===== config.mk =====
export PLATFORM = sky130hd
export DESIGN_NAME = brgrm_rank_search
export DESIGN_NICKNAME = d
export VERILOG_FILES = /design/src/brgrm_pkg.sv /design/src/brgrm_rank_search.sv
export SDC_FILE = /design/constraint.sdc
export NUM_CORES = 1
export LEC_CHECK = 0
export BUFFER_PORTS_ARGS = -buffer_cell sky130_fd_sc_hd__buf_2
export CAP_MARGIN = 10
export CORE_MARGIN = 2
export CORE_UTILIZATION = 29
export DETAILED_ROUTE_END_ITERATION = 7
export GPL_TIMING_DRIVEN = 0
export PLACE_DENSITY = 0.57
export REMOVE_ABC_BUFFERS = 1
export SLEW_MARGIN = 20
export SYNTH_ARGS = -nofsm -noshare
export SYNTH_HDL_FRONTEND = slang
export SYNTH_SLANG_ARGS = --single-unit

===== constraint.sdc =====
create_clock -name vclk -period 6.26
set_clock_uncertainty 0.1 [all_clocks]
set_input_delay 1.252 -clock vclk [all_inputs]
set_output_delay 1.252 -clock vclk [all_outputs]
set_load 0.03 [all_outputs]

===== src/brgrm_pkg.sv =====
package brgrm_pkg;

	localparam int RANK_COUNT = 64;
	localparam int RANK_BITS  = $clog2(RANK_COUNT);
	localparam int COUNT_BITS = 32;
	localparam int VALUE_W    = 32;
	localparam int DEPTH_W    = 6;
	localparam int OFFSET_W   = 6;
	localparam int FIELD_W    = 32;

	localparam logic OP_TARGET = 1'b0;
	localparam logic OP_SOURCE = 1'b1;

	typedef struct packed {
		logic               opcode;
		logic [VALUE_W-1:0] item_value;
		logic [DEPTH_W-1:0] depth;
	} item_t;

	typedef struct packed {
		logic               is_source;
		logic               found_match;
		logic [DEPTH_W-1:0] chosen_rank;
		logic [FIELD_W-1:0] count_at_rank;
		logic [FIELD_W-1:0] matched_at_rank;
		logic [FIELD_W-1:0] matched_total;
		logic [FIELD_W-1:0] unmatched_total;
		logic [FIELD_W-1:0] remaining_total;
		logic               have_first_miss;
		logic [VALUE_W-1:0] first_miss_value;
		logic [DEPTH_W-1:0] first_miss_depth;
	} res_t;

	typedef struct packed {
		logic                 found;
		logic [RANK_BITS-1:0] rank;
	} search_t;

	typedef enum logic {
		ST_IDLE,
		ST_UPDATE
	} state_t;

endpackage


===== src/brgrm_rank_search.sv =====
module brgrm_rank_search
	import brgrm_pkg::*;
(
	input  logic                  opcode,
	input  logic [DEPTH_W-1:0]    depth,
	input  logic [OFFSET_W-1:0]   offset,
	input  logic [RANK_COUNT-1:0] mask,
	output search_t               result
);

	logic [DEPTH_W:0]     sum;
	logic [RANK_BITS-1:0] limit;

	always_comb begin
		sum = {1'b0, depth} + (DEPTH_W+1)'(offset);
		// clamp the search limit to the top bucket
		if (sum > (DEPTH_W+1)'(RANK_COUNT - 1)) begin
			limit = RANK_BITS'(RANK_COUNT - 1);
		end else begin
			limit = RANK_BITS'(sum);
		end
	end

	always_comb begin
		result = '0;
		if (opcode == OP_TARGET) begin
			if ((DEPTH_W+1)'(depth) > (DEPTH_W+1)'(RANK_COUNT - 1)) begin
				result.rank = RANK_BITS'(RANK_COUNT - 1);
			end else begin
				result.rank = RANK_BITS'(depth);
			end
		end else begin
			// highest set bit at or below the limit wins
			for (int i = 0; i < RANK_COUNT; i++) begin
				if (mask[i] && (RANK_BITS'(i) <= limit)) begin
					result.found = 1'b1;
					result.rank  = RANK_BITS'(i);
				end
			end
		end
	end

endmodule


# Word-level counts from Yosys, hierarchy flattened
# Index checks and enable logic that the tools add are counted.
[totals]
output_inout_bits = 7
regBits = 0
[op_classes]
n_mux = 67
reduce_logical = 64
n_lt_le_gt_ge = 65
addsub = 1
[op_table]
columns = ["op", "n"]
rows = [
  ["$mux 7", 64],
  ["$le 6x6->1 const A", 32],
  ["$le 5x6->1 const A", 16],
  ["$logic_and 1x1->1", 64],
  ["$le 4x6->1 const A", 8],
  ["$le 3x6->1 const A", 4],
  ["$le 1x6->1 const A", 2],
  ["$le 2x6->1 const A", 2],
  ["$mux 6", 2],
  ["$add 6x6->7", 1],
  ["$gt 7x6->1 const B", 1],
  ["$mux 1", 1],
]

# Longest topological paths before layout
# Gate-level depths: netlist of run 1.
[logic_depth]
depth_word = 70
ltp_mapped = 15
ltp_nobuf = 12

# Least setup slack after synthesis of run 1
# Ideal clock, no wire load.
[synth_timing]
path_type = "input to output"
start = "in offset[0]"
end = "out result[3] (netlist bit)"
t_required_ps = 4908
arrival_ps = 4430
n_path_buf = 0
stages = 12
slack_ps = 478
cell_sequence = "ha_1 > fa_1 > a21o_4 > a221o_1 > nor4b_1 > and4_1 > o32ai_2 > o2111ai_1 > nand3_1 > a211oi_1 > o21ai_1 > a21oi_1"
[synth_rtl]
columns = ["item", "line", "text"]
rows = [
  ["start: declaration", "brgrm_rank_search.sv:6", "input logic [OFFSET_W-1:0] offset,"],
  ["end: declaration", "brgrm_rank_search.sv:8", "output search_t result"],
]

==> results.txt, run 1 <==
Wire length per cell: 19.9 um
Synth unique cells: 86
Via count: 3418
Vias in the first global route: 3136
Kind of critical path: in2out
Lkg Pwr: 1.34 nW
Die Ht: 95.3 um
First-pass GRT wire length: 16200 um
Area taken by flip-flops and latches: 0 um^2
Post-synth top area share: 7.31%
Vias per Instance: 6.19
YS warnings: 0
Finished Cell Area: 3310 um^2
Final hold vios: 0
CP max FO: 7
Hold Buf Count CTS: 0
Share of post-route cells with drive strength above 1: 38.7%
Slowest CP cell: or4_4
Mux cell area share after synthesis: 1.04%
# fillers: 869
Routed Antenna Nets: 0
Post-synthesis xor/xnor area fraction: 1.40%
Comb pwr share: 100.0%
CP Launch Type: input port
Total gr overflow: 0
IO buf count: 84
CP dominant cell by count: buf_6
Most common cell in the netlist: nand2_1
Max IR drop VDD: 0.0514 mV
Diodes inserted: 0
Worst path max stage delay: 0.51 ns
Post-Synthesis Cells: 354
Max Slew Vio Count: 0
Sequential-to-total area share from yosys stat: 0%
Antenna violations before repair: 0
Sw Share: 62.1%
Power Dens Cells: 151 nW/um^2
Run status: finished clean
Post-DP Area: 2880 um^2
Initial core utilization: 29.7%
Synth top area cells: nand2_1 7.3%, o21ai_0 5.0%, nand3_1 3.9%
Largest family of logic cells by synthesized area: compound AO/OA/AOI/OAI gates
Nets: 533
RSZ-0062 raised after global routing: yes
Total core area: 8130 um^2
Hold WC Path Type: in2out
Hpwl dp: 8220 um
Die area: 9070 um^2
Reg power frac: 0%
Initial drt markers: 384
Synth cell count leaders: 47 x nand2_1, 24 x o21ai_0, 20 x nor2_1
Slew @ Worst Pin: 0.654 ns
# DRC: 0
Final wirelength: 11000 um
Compound-cell area share of the yosys netlist: 54.5%
P_int: 0.190 mW
Clk network pwr share: 0%
Max cap viols: 0
Post-Syn Area: 2410 um^2
Max Freq: 161 MHz
Worst setup EP type: output pin
Area delta synth->final: 37.0%
Largest net degree at the start of global routing: 39
All-layer global routing usage: 22.6%
Sw power: 0.311 mW
Tot Pwr: 0.501 mW
Worst EP required: 4.91 ns
Adder-cell area share of the yosys netlist: 3.94%
Worst EP arrival: 4.84 ns
Pre-antenna DRT Iters: 5
Tmin final: 6.20 ns
Die W: 95.3 um
Max-slew headroom: 56.3%
Top cell type by total area after synthesis: nand2_1
GP Congestion: 0.924
Simple-gate share of the synthesized area: 32.3%
Fin crit share: 99.0%
Number of core rows: 33
IO Count: 84
Sequential cells: 0
CP cell instances: buf_6, ha_4, fa_2, a21o_4, a221oi_4, buf_6, o211ai_1, buf_4, o211ai_1, nand3_1, and2b_2, nand2_1, or4_4, o31a_1, buf_6
Syn avg cell area: 6.82 um^2
Clock buffers: 0
Final setup viols: 0
## cell usage in the layout, fill, tap and decap left out, types with 9 or more instances in the layout
cell	synthesis	final
buf_4	4	23
a21o_1	9	9
o21ai_0	24	21
o21a_1	9	9
buf_2	5	80
nand2_1	47	47
o211ai_1	10	10
nand3_1	19	18
a21oi_1	18	17
o21ai_1	8	9
nor2_1	20	15
## metrics by stage
step           instances  setup WS, ns  TNS, ns  hold slack (ns)  util [%]
3_3_place_gp         524         -1.47    -8.44             2.80      34.8
4_1_cts              534       -0.0206  -0.0206             2.80      36.5
6_report             552        0.0647        0             2.79      40.7
2_1_floorplan        335        -0.283    -1.37             2.59         -
3_5_place_dp         527        -0.443    -1.74             2.80      35.4
5_1_grt              552       -0.0265  -0.0411             2.82      40.7
## worst max-delay path: cells and delay by family
kind | cells | cell delay, ns
AND/OR/NAND/NOR | 4 | 0.97
buffers and inverters | 4 | 0.68
AO/OA/AOI/OAI | 5 | 1.33
adder cells (fa/ha/maj) | 2 | 0.61
## cell type report
type	instances	area [um^2]	share of cell area (%)
tap	105	131	3.97
inverter	8	30.0	0.908
timing repair buffer	111	677	20.5
multi-input combinational	328	2470	74.7
## power groups by stage
stage          logic, mW  clock network [mW]  registers [mW]
6_report           0.501                   0               0
5_1_grt            0.537                   0               0
4_1_cts            0.429                   0               0
3_5_place_dp       0.414                   0               0
3_3_place_gp       0.406                   0               0
2_1_floorplan      0.284                   0               0
## cells by family (layout without fill, tap and decap cells)
group	Yosys count	after routing
buffers and inverters	27	119
muxes	2	3
AOI/OAI and AO/OA	169	169
adders and majority gates	7	7
and+or+nand+nor	146	146
xor gates and xnor gates	3	3
## worst paths after layout
path | depth (start not counted) | startpoint | endpoint
setup / recovery | 15 | depth[0] | result[6]
hold / removal | 3 | depth[4] | result[4]
## timing repair
| item | in CTS | in global routing |
|---|---|---|
| pin swaps | 1 | 19 |
| cloned | 1 | 1 |
| setup endpoints to repair | 7 | 7 |
| setup buffers | 6 | 17 |
| resized for setup | 6 | 41 |
## routing by layer
layer	GRT usage, %	up-vias	share of wire [%]
met3	2.45	28	9.3
met2	36.3	192	45
met5	0	-	0
met4	6.76	0	2.8
met1	31.6	1586	43
li1	-	1612	-
No activity file was read; power rests on OpenSTA's default activity.
==> inputs of run 2 (changes only) <==
- CORE_MARGIN: 2 -> default
==> results.txt, run 2 (synthesis gave the netlist of run 1 again) <==
Hold WS: 2.80 ns (+0.0127 ns)
Slew @ Worst Pin: 0.954 ns (+0.300 ns)
# DRC: 0 (unchanged)
Share of post-route cells with drive strength above 1: 40.4% (+1.7 points)
Worst setup EP type: output pin
CP cell instances: buf_2, ha_2, fa_2, a21o_4, a221o_1, a211oi_1, o21ai_0, a2bb2oi_1, and2b_2, nand2_1, or4_1, o31a_1, buf_2
All-layer global routing usage: 23.5% (+0.86 points)
Run status: finished clean
Hold WC Path Type: in2out
Most common cell after layout, fill and taps aside: buf_2
Antenna violations before repair: 0 (unchanged)
IO buf count: 84 (unchanged)
Max IR drop VDD: 0.0447 mV (-13%)
Tmin final: 6.25 ns (+0.0508 ns)
Via count: 3544 (+3.7%)
Nets: 534 (+0.19%)
Top Metal Used: met4
Pre-antenna DRT Iters: 5 (unchanged)
Initial drt markers: 439 (+14%)
Largest net degree at the start of global routing: 39 (unchanged)
Diodes inserted: 0 (unchanged)
Lkg Pwr: 1.33 nW (-0.66%)
Worst path max stage delay: 0.47 ns (-0.04 ns)
Met3 routed WL: 1350 um (+31%)
Die Ht: 93.3 um (-2.1%)
Sequential cells: 0 (unchanged)
Slowest CP cell: a221o_1
Vias per Instance: 6.44 (+4.1%)
Area delta synth->final: 38.5%
Power Dens Cells: 153 nW/um^2 (+1.3%)
Fin crit share: 99.8% (+0.81 points)
Area taken by flip-flops and latches: 0 um^2 (unchanged)
Worst EP required: 4.91 ns (about the same)
Hpwl dp: 8050 um (-2.1%)
Final wirelength: 11100 um (+1.2%)
Kind of critical path: in2out
Post-route insts no fill: 550 (-0.36%)
Crit-path leading delay family: compound AO/OA/AOI/OAI gates
Clock buffers: 0 (unchanged)
Reg power frac: 0% (unchanged)
Max Freq: 160 MHz (-0.81%)
CP dominant cell by count: buf_2
First-pass GRT wire length: 16200 um (+0.60%)
Die W: 93.3 um (-2.1%)
CP Launch Type: input port
Comb pwr share: 100.0% (about the same)
CP max FO: 5 (-2)
Initial core utilization: 30.6% (+0.93 points)
Max cap viols: 0 (unchanged)
Final hold vios: 0 (unchanged)
Total gr overflow: 0 (unchanged)
Vias in the first global route: 3183 (+1.5%)
IO Count: 84 (unchanged)
Sw power: 0.322 mW (+3.7%)
Routed Antenna Nets: 0 (unchanged)
Met2 wire length: 4770 um (-3.4%)
Die area: 8700 um^2 (-4.2%)
Clk network pwr share: 0% (unchanged)
Total core area: 7890 um^2 (-3.0%)
Number of core rows: 32 (-3.0%)
GP Congestion: 0.914 (-1.1%)
Sw Share: 62.9% (+0.78 points)
Post-Route Setup TNS: 0 ns (unchanged)
P_int: 0.190 mW (+0.32%)
Placed insts: 522 (-0.95%)
Worst EP arrival: 4.89 ns (+0.05 ns)
CP Buf/Inv Count: 2 (-2)
Max-slew headroom: 36.4% (-20 points)
Final setup viols: 0 (unchanged)
Most frequent cells in the layout: 83 x buf_2, 47 x nand2_1, 24 x buf_4, 21 x o21ai_0, 17 x a21oi_1
Hold Buf Count CTS: 0 (unchanged)
WL met1: 4550 um (-3.2%)
Wire length per cell: 20.2 um (+1.5%)
Tot Pwr: 0.513 mW (+2.4%)
Max Slew Vio Count: 0 (unchanged)
==> run 2: cell count changes in the layout (fill, tap and decap cells not counted), sizes merged <==
cell / change
buf: -1
a221oi: +1
mux2: +1
==> run 2: what timing repair did <==
item,CTS,global route
endpoints found under the hold margin,0,0
resized for setup,9,43
cloned,1,2
endpoints found under the setup margin,7,7
setup buffers,4,21
pin swaps,3,17
==> run 2: power by group through the flow <==
stage | Combinational, mW | Sequential [mW] | Clock (mW)
floorplan | 0.284 | 0 | 0
global placement | 0.404 | 0 | 0
detailed placement | 0.409 | 0 | 0
CTS | 0.427 | 0 | 0
global route | 0.544 | 0 | 0
finish | 0.513 | 0 | 0
==> run 2: per-stage QoR <==
stage | worst slack [ns] | utilization, % | cell area (um^2)
3_5_place_dp | -0.733 | 36.2 | 2860
2_1_floorplan | -0.283 | - | 2280
3_3_place_gp | -1.41 | 35.9 | 2830
4_1_cts | -0.0314 | 37.5 | 2960
6_report | 0.0139 | 42.4 | 3340
5_1_grt | -0.0237 | 42.4 | 3340
==> run 2: routing by layer <==
| layer | up-vias | GRT usage, % |
|---|---|---|
| met5 | - | 0 |
| met4 | 0 | 6.28 |
| met3 | 47 | 2.52 |
| met2 | 259 | 36.9 |
| met1 | 1616 | 33.6 |
| li1 | 1622 | - |
==> run 2: path summary, 6_finish.rpt <==
check	depth (start not counted)	slack [ns]	to	startpoint
max	13	0.01	result[6]	depth[0]
min	3	2.80	result[5]	depth[5]
==> run 2: area by class of cell <==
class,instances,area (um^2)
fillers,821,4540
multi-input cells,330,2560
repair buffers,110,626
well taps,102,128
inverters,8,30.0
==> run 2: worst min-delay path, delay by kind of cell <==
family	cells	cell delay, ns
AOI/OAI and AO/OA	1	0.12
buffers and inverters	2	0.27
